===== src/design/assert_macros.svh =====
// ----------------------------------------------------------------------------
// Assertion macros
// Shared concurrent assertion forms. They are empty when SYNTHESIS is defined.
// ----------------------------------------------------------------------------
`ifndef ASSERT_MACROS_SVH
`define ASSERT_MACROS_SVH
`ifndef SYNTHESIS
`define ASSERT_AT(lbl, clk, rstn, prop) \
    lbl: assert property (@(posedge clk) disable iff (!(rstn)) (prop)) \
        else $error("assertion failed");
`define ASSERT_IMPLIES(lbl, clk, rstn, ante, cons) \
    lbl: assert property (@(posedge clk) disable iff (!(rstn)) (ante) |-> (cons)) \
        else $error("assertion failed");
`else
`define ASSERT_AT(lbl, clk, rstn, prop)
`define ASSERT_IMPLIES(lbl, clk, rstn, ante, cons)
`endif
`endif


===== src/design/rrss_pkg.sv =====
// ----------------------------------------------------------------------------
// Round-robin slice scheduler package
// Payload types, command struct and codes shared by the scheduler modules.
// ----------------------------------------------------------------------------
package rrss_pkg;

    typedef logic [1:0] t_status;

    localparam t_status ST_LOAD_OK      = 2'd0;
    localparam t_status ST_SLICE        = 2'd1;
    localparam t_status ST_ALL_DONE     = 2'd2;
    localparam t_status ST_LOAD_REFUSED = 2'd3;

    localparam logic FUNC_LOAD = 1'b0;
    localparam logic FUNC_STEP = 1'b1;

    localparam logic [15:0] QUANTUM_RESET = 16'd4;

    typedef struct packed {
        logic        func;
        logic [15:0] burst_time;
    } t_in_item;

    typedef struct packed {
        t_status     status;
        logic [2:0]  task_index;
        logic [18:0] slice_end;
        logic [15:0] slice_length;
        logic        task_done;
        logic [18:0] turnaround;
        logic [18:0] waiting;
    } t_out_item;

    typedef struct packed {
        logic capture;
        logic load_exec;
        logic slice_exec;
    } t_ctrl_cmd;

endpackage


===== src/design/rrss_ctrl.sv =====
// ----------------------------------------------------------------------------
// Round-robin slice scheduler controller
// Sequences the handshakes and issues capture and execute commands.
// ----------------------------------------------------------------------------
module rrss_ctrl (
    input  logic               i_clk,
    input  logic               i_rst_n,
    input  logic               i_in_valid,
    input  logic               i_func,
    input  logic               i_out_stall,
    output logic               o_in_stall,
    output logic               o_out_valid,
    output rrss_pkg::t_ctrl_cmd o_cmd
);

    typedef enum logic [2:0] {
        IDLE  = 3'b001,
        LOAD  = 3'b010,
        SLICE = 3'b100
    } t_state;

    t_state r_state;
    t_state n_state;
    logic   r_out_valid;
    logic   n_out_valid;
    logic   out_free;

    assign out_free    = !r_out_valid || !i_out_stall;
    assign o_in_stall  = (r_state != IDLE);
    assign o_out_valid = r_out_valid;

    always_comb begin
        n_state          = r_state;
        o_cmd.capture    = 1'b0;
        o_cmd.load_exec  = 1'b0;
        o_cmd.slice_exec = 1'b0;
        unique case (r_state)
            IDLE: begin
                if (i_in_valid) begin
                    o_cmd.capture = 1'b1;
                    n_state = (i_func == rrss_pkg::FUNC_STEP) ? SLICE : LOAD;
                end
            end
            LOAD: begin
                if (out_free) begin
                    o_cmd.load_exec = 1'b1;
                    n_state = IDLE;
                end
            end
            SLICE: begin
                if (out_free) begin
                    o_cmd.slice_exec = 1'b1;
                    n_state = IDLE;
                end
            end
            default: n_state = IDLE;
        endcase
    end

    always_comb begin
        if (o_cmd.load_exec || o_cmd.slice_exec) begin
            n_out_valid = 1'b1;
        end else begin
            n_out_valid = r_out_valid && i_out_stall;
        end
    end

    always_ff @(posedge i_clk) begin
        if (!i_rst_n) begin
            r_state     <= IDLE;
            r_out_valid <= 1'b0;
        end else begin
            r_state     <= n_state;
            r_out_valid <= n_out_valid;
        end
    end

endmodule


===== src/design/rrss_dp.sv =====
// ----------------------------------------------------------------------------
// Round-robin slice scheduler datapath
// Task memories, work flags, rotating slot search, timing and result register.
// ----------------------------------------------------------------------------
module rrss_dp #(
    parameter int MAX_TASKS = 8
) (
    input  logic                i_clk,
    input  logic                i_rst_n,
    input  rrss_pkg::t_ctrl_cmd i_cmd,
    input  rrss_pkg::t_in_item  i_in_data,
    input  logic                i_cfg_wr_en,
    input  logic [15:0]         i_cfg_wr_data,
    output rrss_pkg::t_out_item o_out_data
);

    localparam int IDX_W = (MAX_TASKS > 1) ? $clog2(MAX_TASKS) : 1;
    localparam int CNT_W = $clog2(MAX_TASKS + 1);

    logic [15:0]          mem_rem  [MAX_TASKS];
    logic [15:0]          mem_orig [MAX_TASKS];
    logic [MAX_TASKS-1:0] r_work;

    logic [15:0]          r_quantum;
    logic [CNT_W-1:0]     r_count;
    logic [IDX_W-1:0]     r_ptr;
    logic [19:0]          r_elapsed;
    logic                 r_running;

    logic [15:0]          r_burst;
    logic [IDX_W-1:0]     r_pick;
    logic                 r_found;
    logic [15:0]          r_rem_rd;
    logic [15:0]          r_orig_rd;
    rrss_pkg::t_out_item  r_out;
    rrss_pkg::t_out_item  n_out;

    logic                 hi_found;
    logic                 lo_found;
    logic [IDX_W-1:0]     hi_idx;
    logic [IDX_W-1:0]     lo_idx;
    logic [IDX_W-1:0]     pick;

    logic                 load_ok;
    logic [15:0]          quantum;
    logic [15:0]          len;
    logic [15:0]          rem_new;
    logic [19:0]          elapsed_new;
    logic [19:0]          wait_full;
    logic [CNT_W-1:0]     pick_next;

    always_comb begin
        hi_found = 1'b0;
        lo_found = 1'b0;
        hi_idx   = '0;
        lo_idx   = '0;
        for (int i = MAX_TASKS - 1; i >= 0; i--) begin
            if (r_work[i] && (CNT_W'(i) < r_count)) begin
                lo_found = 1'b1;
                lo_idx   = IDX_W'(i);
                if (IDX_W'(i) >= r_ptr) begin
                    hi_found = 1'b1;
                    hi_idx   = IDX_W'(i);
                end
            end
        end
    end

    assign pick = hi_found ? hi_idx : lo_idx;

    assign load_ok     = !r_running && (r_count != CNT_W'(MAX_TASKS));
    assign quantum     = (r_quantum == 16'd0) ? 16'd1 : r_quantum;
    assign len         = (r_rem_rd < quantum) ? r_rem_rd : quantum;
    assign rem_new     = r_rem_rd - len;
    assign elapsed_new = r_elapsed + 20'(len);
    assign wait_full   = elapsed_new - 20'(r_orig_rd);
    assign pick_next   = CNT_W'(r_pick) + CNT_W'(1);

    always_comb begin
        n_out = '0;
        if (i_cmd.load_exec) begin
            if (load_ok) begin
                n_out.status     = rrss_pkg::ST_LOAD_OK;
                n_out.task_index = 3'(r_count);
            end else begin
                n_out.status = rrss_pkg::ST_LOAD_REFUSED;
            end
        end else if (r_found) begin
            n_out.status       = rrss_pkg::ST_SLICE;
            n_out.task_index   = 3'(r_pick);
            n_out.slice_end    = elapsed_new[18:0];
            n_out.slice_length = len;
            if (rem_new == 16'd0) begin
                n_out.task_done  = 1'b1;
                n_out.turnaround = elapsed_new[18:0];
                n_out.waiting    = wait_full[18:0];
            end
        end else begin
            n_out.status = rrss_pkg::ST_ALL_DONE;
        end
    end

    always_ff @(posedge i_clk) begin
        if (i_cmd.load_exec && load_ok) begin
            mem_rem[r_count[IDX_W-1:0]]  <= r_burst;
            mem_orig[r_count[IDX_W-1:0]] <= r_burst;
            r_work[r_count[IDX_W-1:0]]   <= (r_burst != 16'd0);
        end else if (i_cmd.slice_exec && r_found) begin
            mem_rem[r_pick] <= rem_new;
            r_work[r_pick]  <= (rem_new != 16'd0);
        end
        if (i_cmd.capture) begin
            r_rem_rd  <= mem_rem[pick];
            r_orig_rd <= mem_orig[pick];
            r_burst   <= i_in_data.burst_time;
            r_pick    <= pick;
            r_found   <= lo_found;
        end
        if (i_cmd.load_exec || i_cmd.slice_exec) begin
            r_out <= n_out;
        end
    end

    always_ff @(posedge i_clk) begin
        if (!i_rst_n) begin
            r_quantum <= rrss_pkg::QUANTUM_RESET;
            r_count   <= '0;
            r_ptr     <= '0;
            r_elapsed <= '0;
            r_running <= 1'b0;
        end else begin
            if (i_cfg_wr_en) begin
                r_quantum <= i_cfg_wr_data;
            end
            if (i_cmd.capture && (i_in_data.func == rrss_pkg::FUNC_STEP)) begin
                r_running <= 1'b1;
            end
            if (i_cmd.load_exec && load_ok) begin
                r_count <= r_count + CNT_W'(1);
            end
            if (i_cmd.slice_exec && r_found) begin
                r_elapsed <= elapsed_new;
                r_ptr     <= (pick_next == r_count) ? '0 : pick_next[IDX_W-1:0];
            end
        end
    end

    assign o_out_data = r_out;

endmodule


===== src/design/round_robin_slice_scheduler.sv =====
// ----------------------------------------------------------------------------
// Round-robin slice scheduler
// Loads task bursts into slots and issues round-robin time slices on request.
// ----------------------------------------------------------------------------
// Items are handled one at a time. In the cycle an item is transferred, a
// rotating priority search over the per-slot work flags picks the next task
// and its entries are read from the task memories; in the LOAD or SLICE
// state that follows, once the result register is free, the new or chosen
// entry is written, the elapsed time is advanced for a slice and the result
// register is loaded. The next item may be transferred while a result still
// waits to be taken, and a result waits no longer than the output side stalls.
// The time quantum may be written only while the block is idle.
`include "assert_macros.svh"

module round_robin_slice_scheduler #(
    parameter int MAX_TASKS = 8
) (
    input  logic                i_clk,
    input  logic                i_rst_n,
    input  logic                i_in_valid,
    output logic                o_in_stall,
    input  rrss_pkg::t_in_item  i_in_data,
    output logic                o_out_valid,
    input  logic                i_out_stall,
    output rrss_pkg::t_out_item o_out_data,
    input  logic                i_cfg_wr_en,
    input  logic [15:0]         i_cfg_wr_data
);

    rrss_pkg::t_ctrl_cmd cmd;

    rrss_ctrl u_ctrl (
        .i_clk       (i_clk),
        .i_rst_n     (i_rst_n),
        .i_in_valid  (i_in_valid),
        .i_func      (i_in_data.func),
        .i_out_stall (i_out_stall),
        .o_in_stall  (o_in_stall),
        .o_out_valid (o_out_valid),
        .o_cmd       (cmd)
    );

    rrss_dp #(
        .MAX_TASKS (MAX_TASKS)
    ) u_dp (
        .i_clk         (i_clk),
        .i_rst_n       (i_rst_n),
        .i_cmd         (cmd),
        .i_in_data     (i_in_data),
        .i_cfg_wr_en   (i_cfg_wr_en),
        .i_cfg_wr_data (i_cfg_wr_data),
        .o_out_data    (o_out_data)
    );

    `ASSERT_IMPLIES(a_busy_after_transfer, i_clk, i_rst_n, i_in_valid && !o_in_stall, ##1 o_in_stall)
    `ASSERT_IMPLIES(a_result_follows_item, i_clk, i_rst_n, $rose(o_out_valid), $past(o_in_stall))
    `ASSERT_IMPLIES(a_slice_not_empty, i_clk, i_rst_n, o_out_valid && (o_out_data.status == rrss_pkg::ST_SLICE), o_out_data.slice_length != 16'd0)
    `ASSERT_IMPLIES(a_done_turnaround, i_clk, i_rst_n, o_out_valid && o_out_data.task_done, o_out_data.turnaround == o_out_data.slice_end)

endmodule


===== config.mk =====
export PLATFORM = sky130hd
export DESIGN_NAME = round_robin_slice_scheduler
export DESIGN_NICKNAME = d
export VERILOG_FILES = /design/src/design/rrss_pkg.sv /design/src/design/rrss_ctrl.sv /design/src/design/rrss_dp.sv /design/src/design/round_robin_slice_scheduler.sv
export VERILOG_INCLUDE_DIRS = /design/src /design/src/design
export SDC_FILE = /design/constraint.sdc
export NUM_CORES = 1
export LEC_CHECK = 0
export ABC_AREA = 1
export CORE_MARGIN = 2
export CORE_UTILIZATION = 23
export CTS_CLUSTER_DIAMETER = 80
export DETAILED_ROUTE_END_ITERATION = 16
export DONT_BUFFER_PORTS = 1
export PLACE_DENSITY = 0.36
export SLEW_MARGIN = 20
export SYNTH_ARGS = -nofsm -noshare
export SYNTH_HDL_FRONTEND = slang
export SYNTH_SLANG_ARGS = --single-unit

===== constraint.sdc =====
create_clock -name i_clk -period 6.2 [get_ports i_clk]
set_clock_uncertainty 0.05 [all_clocks]
set_input_delay 0.31 -clock i_clk [delete_from_list [all_inputs] [get_ports i_clk]]
set_output_delay 0.31 -clock i_clk [all_outputs]
set_load 0.005 [all_outputs]

# After elaboration in Yosys (flattened, before gate mapping)
# Memory sizes are Yosys's and may differ from the RTL's. A register that Yosys moved wholly into a read port is not among the register bits.
# Cells that the tools add are included.
# W data, S select, Z words.
[classes]
muxes = 77
n_bitwise = 2
order_cmp = 21
addsub = 5
reduce_logical = 31
eq_ne = 8
[ops]
columns = ["op", "n"]
rows = [
  ["$mux W3", 31],
  ["$mux W77", 1],
  ["$mux W16", 3],
  ["$mux W39", 1],
  ["$logic_not A16 Y1", 2],
  ["$reduce_bool A16 Y1", 2],
  ["$mux W1", 31],
  ["$add A20 B16 Y20", 1],
  ["$sub A19 B16 Y19", 1],
  ["$bwmux W8", 2],
  ["$lt A16 B16 Y1", 1],
  ["$lt A3 B4 Y1 const A", 4],
  ["$mux W8", 2],
  ["$reduce_or A16 Y1", 1],
  ["$sub A16 B16 Y16", 1],
  ["$logic_and A1 B1 Y1", 15],
  ["$ge A3 B3 Y1 const A", 4],
  ["$lt A1 B4 Y1 const A", 2],
  ["$lt A2 B4 Y1 const A", 2],
  ["$lt A3 B4 Y1 const B", 2],
  ["$reduce_or A7 Y1", 1],
  ["$demux W1 S3", 2],
  ["$ge A1 B3 Y1 const A", 2],
  ["$ge A2 B3 Y1 const A", 2],
  ["21 further kinds", 28],
]
[word_totals]
elab_cells = 164
ram_bits = 256
mem_count = 2
out_inout_bits = 81
ff_bits = 155
[mem_list]
columns = ["name", "words", "word_bits", "read_ports", "rd_clocked_by_memory_dff", "wr", "line_no", "rtl"]
rows = [
  ["u_dp.mem_orig", 8, 16, 1, 1, 1, "rrss_dp.sv:21", "logic [15:0] mem_orig [MAX_TASKS];"],
  ["u_dp.mem_rem", 8, 16, 1, 1, 1, "rrss_dp.sv:20", "logic [15:0] mem_rem [MAX_TASKS];"],
]

# Depth between registers and ports, before layout
[logic_depth]
word_depth = 18
depth_mapped = 39

# Cells and area by module
# A second synthesis with hierarchy kept.
[hier_totals]
cells_unflattened = 2294
area_unflattened_um2 = 21743.4
[modules_own_cells]
columns = ["module", "area_each_um2", "seq_area_each_um2", "cells_per_inst", "n_inst"]
rows = [
  ["rrss_dp", 21520.6, 12722.2, 2263, 1],
  ["rrss_ctrl", 222.7, 80.1, 31, 1],
]

# Worst setup path before layout
# OpenSTA, ideal clock, no wires.
[synth_path]
kind = "register -> register"
start = "reg u_dp.r_rem_rd[11], read port of u_dp.mem_rem"
end = "reg u_dp.r_out, in the netlist u_dp.o_out_data[17], data pin"
arrival_time_ns = 4.447
t_required_ns = 5.885
path_slack_ns = 1.438
stages_incl_launch_ff = 31
path_buffers = 2
path_cell_list = "edfxtp_1 -> ha_1 -> nand2_1 -> inv_1 -> nand3_1 -> a31oi_1 -> a2111oi_0 -> nand2_1 -> clkbuf_1 -> buf_2 -> nand2_1 -> o21ai_0 -> ha_1 -> a21oi_1 -> o21ai_1 -> a21oi_1 -> o21ai_1 -> a21boi_0 -> o21ai_1 -> nand2_1 -> nand2_1 -> xor2_1 -> ha_1 -> nand2_1 -> nor2_1 -> nand3_1 -> o2111ai_1 -> nand2_1 -> nand2_1 -> xor2_1 -> nor2_1"
[synth_between]
word_cells_on_any_way = 8
cone_classes = "add/sub: 3; order compare: 1; mux: 1; bitwise: 1; reduce/logical: 2"
[synth_lines]
columns = ["element", "line_no", "rtl"]
rows = [
  ["start: declaration", "rrss_dp.sv:33", "logic [15:0] r_rem_rd;"],
  ["$lt A16 B16 Y1", "rrss_dp.sv:73", "assign len = (r_rem_rd < quantum) ? r_rem_rd : quantum;"],
  ["$mux W16", "rrss_dp.sv:73", ""],
  ["via u_dp.len[3]", "rrss_dp.sv:46", "logic [15:0] len;"],
  ["$add A20 B16 Y20", "rrss_dp.sv:75", "assign elapsed_new = r_elapsed + 20'(len);"],
  ["via u_dp.elapsed_new[14]", "rrss_dp.sv:48", "logic [19:0] elapsed_new;"],
  ["$sub A19 B16 Y19", "rrss_dp.sv:76", "assign wait_full = elapsed_new - 20'(r_orig_rd);"],
  ["end signal: assignment", "rrss_dp.sv:120", "r_out <= n_out;"],
  ["end: declaration", "rrss_dp.sv:35", "rrss_pkg::t_out_item r_out;"],
]
# The timed path passes the listed nets, and every way through them passes these cells.
# A chain may end at the register's enable or synchronous reset.

# Worst setup path in the final report
[layout_path]
start = "reg u_dp.r_rem_rd[13], read port of u_dp.mem_rem"
end = "reg u_dp.r_out, in the netlist u_dp.o_out_data[18], data pin"
# The elaborated chain is that of the path after synthesis.

==> summary.md <==
| Metric | Value |
|---|---|
| Status | `finished, final reports clean` |
| Synth Net Count | `2,051` |
| Relative max-transition margin | `33.78%` |
| Gpl congestion | `0.8533` |
| Critical-path top delay cell | `a2111oi_0` |
| Required @ worst endpoint | `6.52 ns` |
| Max cap viols | `0` |
| Grt total ovfl | `0` |
| Htree depth | `2` |
| Most frequent CP cell | `nand2_1` |
| Routed Antenna Nets | `0` |
| Setup TNS | `0 ns` |
| Post-Syn Instances | `1,945` |
| Ys Warns | `0` |
| Design Area, Final | `24,060 sq um` |
| Fraction of registers with async set/reset | `0%` |
| Area growth from synthesis to final layout | `17.15%` |
| DR iter-0 viols | `845` |
| CTS clk-pin slew, worst paths | `0.06 ns` |
| Final setup viols | `0` |
| DPL Wire Length | `41,390 microns` |
| Max-slew violation count | `0` |
| Die X | `302.8 microns` |
| Worst VDD drop | `0.1840 mV` |
| Die footprint | `91,700 sq um` |
| Tmin final | `5.538 ns` |
| Syn Area/Cell | `10.56 sq um` |
| Worst-Skew Late Latency | `0.63 ns` |
| Commonest non-fill, non-tap cell in the layout | `edfxtp_1` |
| Layout cell share with drive strength beyond 1 | `6.788%` |
| Clock root buffer | `clkbuf_16` |
| R2R Setup Slk | `0.66 ns` |
| Flops & latches, synth | `442` |
| Max FO, Critical Path | `13` |
| Initial Utilization | `23.24%` |
| Worst Tran Pin Value | `0.9897 ns` |
| # rows | `109` |
| Final Power | `7.200 mW` |
| Clock sinks | `442` |
| First-pass GRT wire length | `90,930 microns` |
| Fin. Hold Viols | `0` |
| Count of cell types in the netlist | `48` |
| RSZ-0062 raised after global routing | `no` |
| DRC Markers | `0` |
| Sequential fraction of the synthesis area | `62.33%` |
| Tcrit/Tclk final | `89.32%` |
| Antenna violations before repair | `7` |
| Vias per inst | `4.321` |
| Setup crit end kind | `flip-flop` |
| GRT Util Overall | `13.38%` |
| Largest net degree at the start of global routing | `89` |
| Via count | `13,840` |
| Fmax | `0.1806 GHz` |
| Leak pwr | `8.885 nW` |
| Port Buffers | `0` |
| Die Ht | `302.8 microns` |
| Ports | `119` |
| CP max stage delay | `0.44 ns` |
| Post-DR wirelength/cell | `19.26 microns` |
| Clk buf depth | `3` |
| WL final | `61,710 microns` |
| Commonest cells after routing, fill and taps aside | `edfxtp_1, nand2_1, nor2_1` |
| Type of the tightest min-delay check | `in -> reg` |
| Power density over the cells | `299.2 nW/um^2` |
| Post-synth EDFFs | `395` |
| Post-synthesis cell area | `20,540 sq um` |
| Main synth FF type | `edfxtp_1` |
| Total Nets Final | `2,096` |
| Core outline area | `88,370 sq um` |
| Crit Path Class | `reg -> reg` |
| Vias in the first global route | `13,950` |
| CTS tree | `done` |
| Area of placed instances | `21,920 sq um` |
| DR pass1 iterations | `5` |
| CP startpoint kind | `flip-flop` |
| TritonCTS buffer count | `51` |
| Critical Path AT | `5.86 ns` |
[cells in the mapped netlist (all sizes together), types with 15 or more instances]
| master | instances | area share, % |
|---|---|---|
| nand3 | 33 | 0.85 |
| dfxtp | 47 | 4.6 |
| edfxtp | 395 | 58 |
| xnor2 | 15 | 0.64 |
| inv | 208 | 3.8 |
| o211ai | 77 | 2.8 |
| o21ai | 87 | 2.2 |
| ha | 65 | 4.0 |
| or2 | 68 | 2.1 |
| nor2 | 292 | 5.4 |
| clkbuf | 37 | 0.71 |
| xor2 | 27 | 1.2 |
| o31ai | 67 | 2.5 |
| nand2 | 338 | 6.2 |
| buf | 42 | 1.1 |
| a21oi | 84 | 2.1 |
[cell families (layout without fill, tap and decap cells)]
group	count (synthesis)	in the layout	share of synthesized area, %
adder cells (fa/ha/maj)	68	68	4.252
AND/OR/NAND/NOR	768	768	15.55
AO/OA/AOI/OAI	338	338	10.45
XOR/XNOR	42	42	1.791
flip-flops	442	442	62.33
buffers and inverters	287	375	5.629
other	0	6	0
[worst max-delay path, delay by kind of cell (launching register included)]
kind / cells / cell delay (ns)
buffers and inverters: 4 / 0.49
AO/OA/AOI/OAI: 7 / 1.61
AND/OR/NAND/NOR: 12 / 1.20
flip-flops: 1 / 0.43
XOR/XNOR: 2 / 0.51
adder cells (fa/ha/maj): 3 / 1.00
[what timing repair did]
item	in CTS	in global routing
setup endpoints to repair	0	4
setup buffers	0	1
hold endpoints to repair	54	0
hold buffers	36	0
gates resized for setup	0	2
[metal layers]
layer	wire length (microns)	track usage (%)	vias to the layer above
li1	-	-	6793
met1	27910	17.34	6708
met2	29780	22.68	265
met3	2279	2.299	77
met4	1736	4.222	0
met5	0	0	-
[path summary, 6_finish.rpt]
| check | startpoint | end | cells past startpoint |
|---|---|---|---|
| worst min-delay path | i_cfg_wr_data[4] | u_dp.r_quantum[4] | 2 |
| worst min register to register | u_dp.r_running | u_dp.r_running | 2 |
| worst max-delay path | u_dp.r_rem_rd[13] | u_dp.o_out_data[18] | 28 |
| worst max register to register | u_dp.r_rem_rd[13] | u_dp.o_out_data[18] | 28 |
[where the power goes]
part	leakage [nW]	total [mW]	internal, mW	switching [mW]
logic	4.14	0.735	0.236	0.499
registers	3.92	3.35	3.30	0.0522
clock network	0.831	3.11	1.82	1.29
total	8.89	7.20	5.35	1.85
[flip-flops by register name, summed over array words and instances, names as in the netlist, 3 cells and up]
name             cells
u_dp.mem_orig      128
u_dp.mem_rem       128
u_dp.o_out_data     79
u_dp.r_elapsed      19
u_dp.r_burst        16
u_dp.r_orig_rd      16
u_dp.r_quantum      16
u_dp.r_rem_rd       16
u_dp.r_work          8
u_dp.r_count         4
u_ctrl.r_state       3
u_dp.r_pick          3
u_dp.r_ptr           3
[stage by stage]
stage / instances / hold slack, ns / utilization, % / setup WS [ns]
after floorplan: 1945 / 0.3589 / - / 1.438
after detailed placement: 3064 / 0.3589 / 24.80 / 0.3218
after global placement: 3064 / 0.3536 / 24.79 / 0.3182
after CTS: 3196 / 0.009881 / 27.16 / 0.2844
after global routing: 3204 / 0.006789 / 27.23 / 0.02465
final: 3204 / 0.01579 / 27.23 / 0.6623
[layout make-up]
cell class	count	area (sq um)
fill	9246	64310
sequential	442	12800
multi-input combinational	1216	6628
tap	1165	1458
clock buffer	62	1318
inverter	208	784.5
timing repair buffer	71	653.1
clock inverter	34	402.9
antenna	6	15.01
Power figures use the tool's default switching activity.
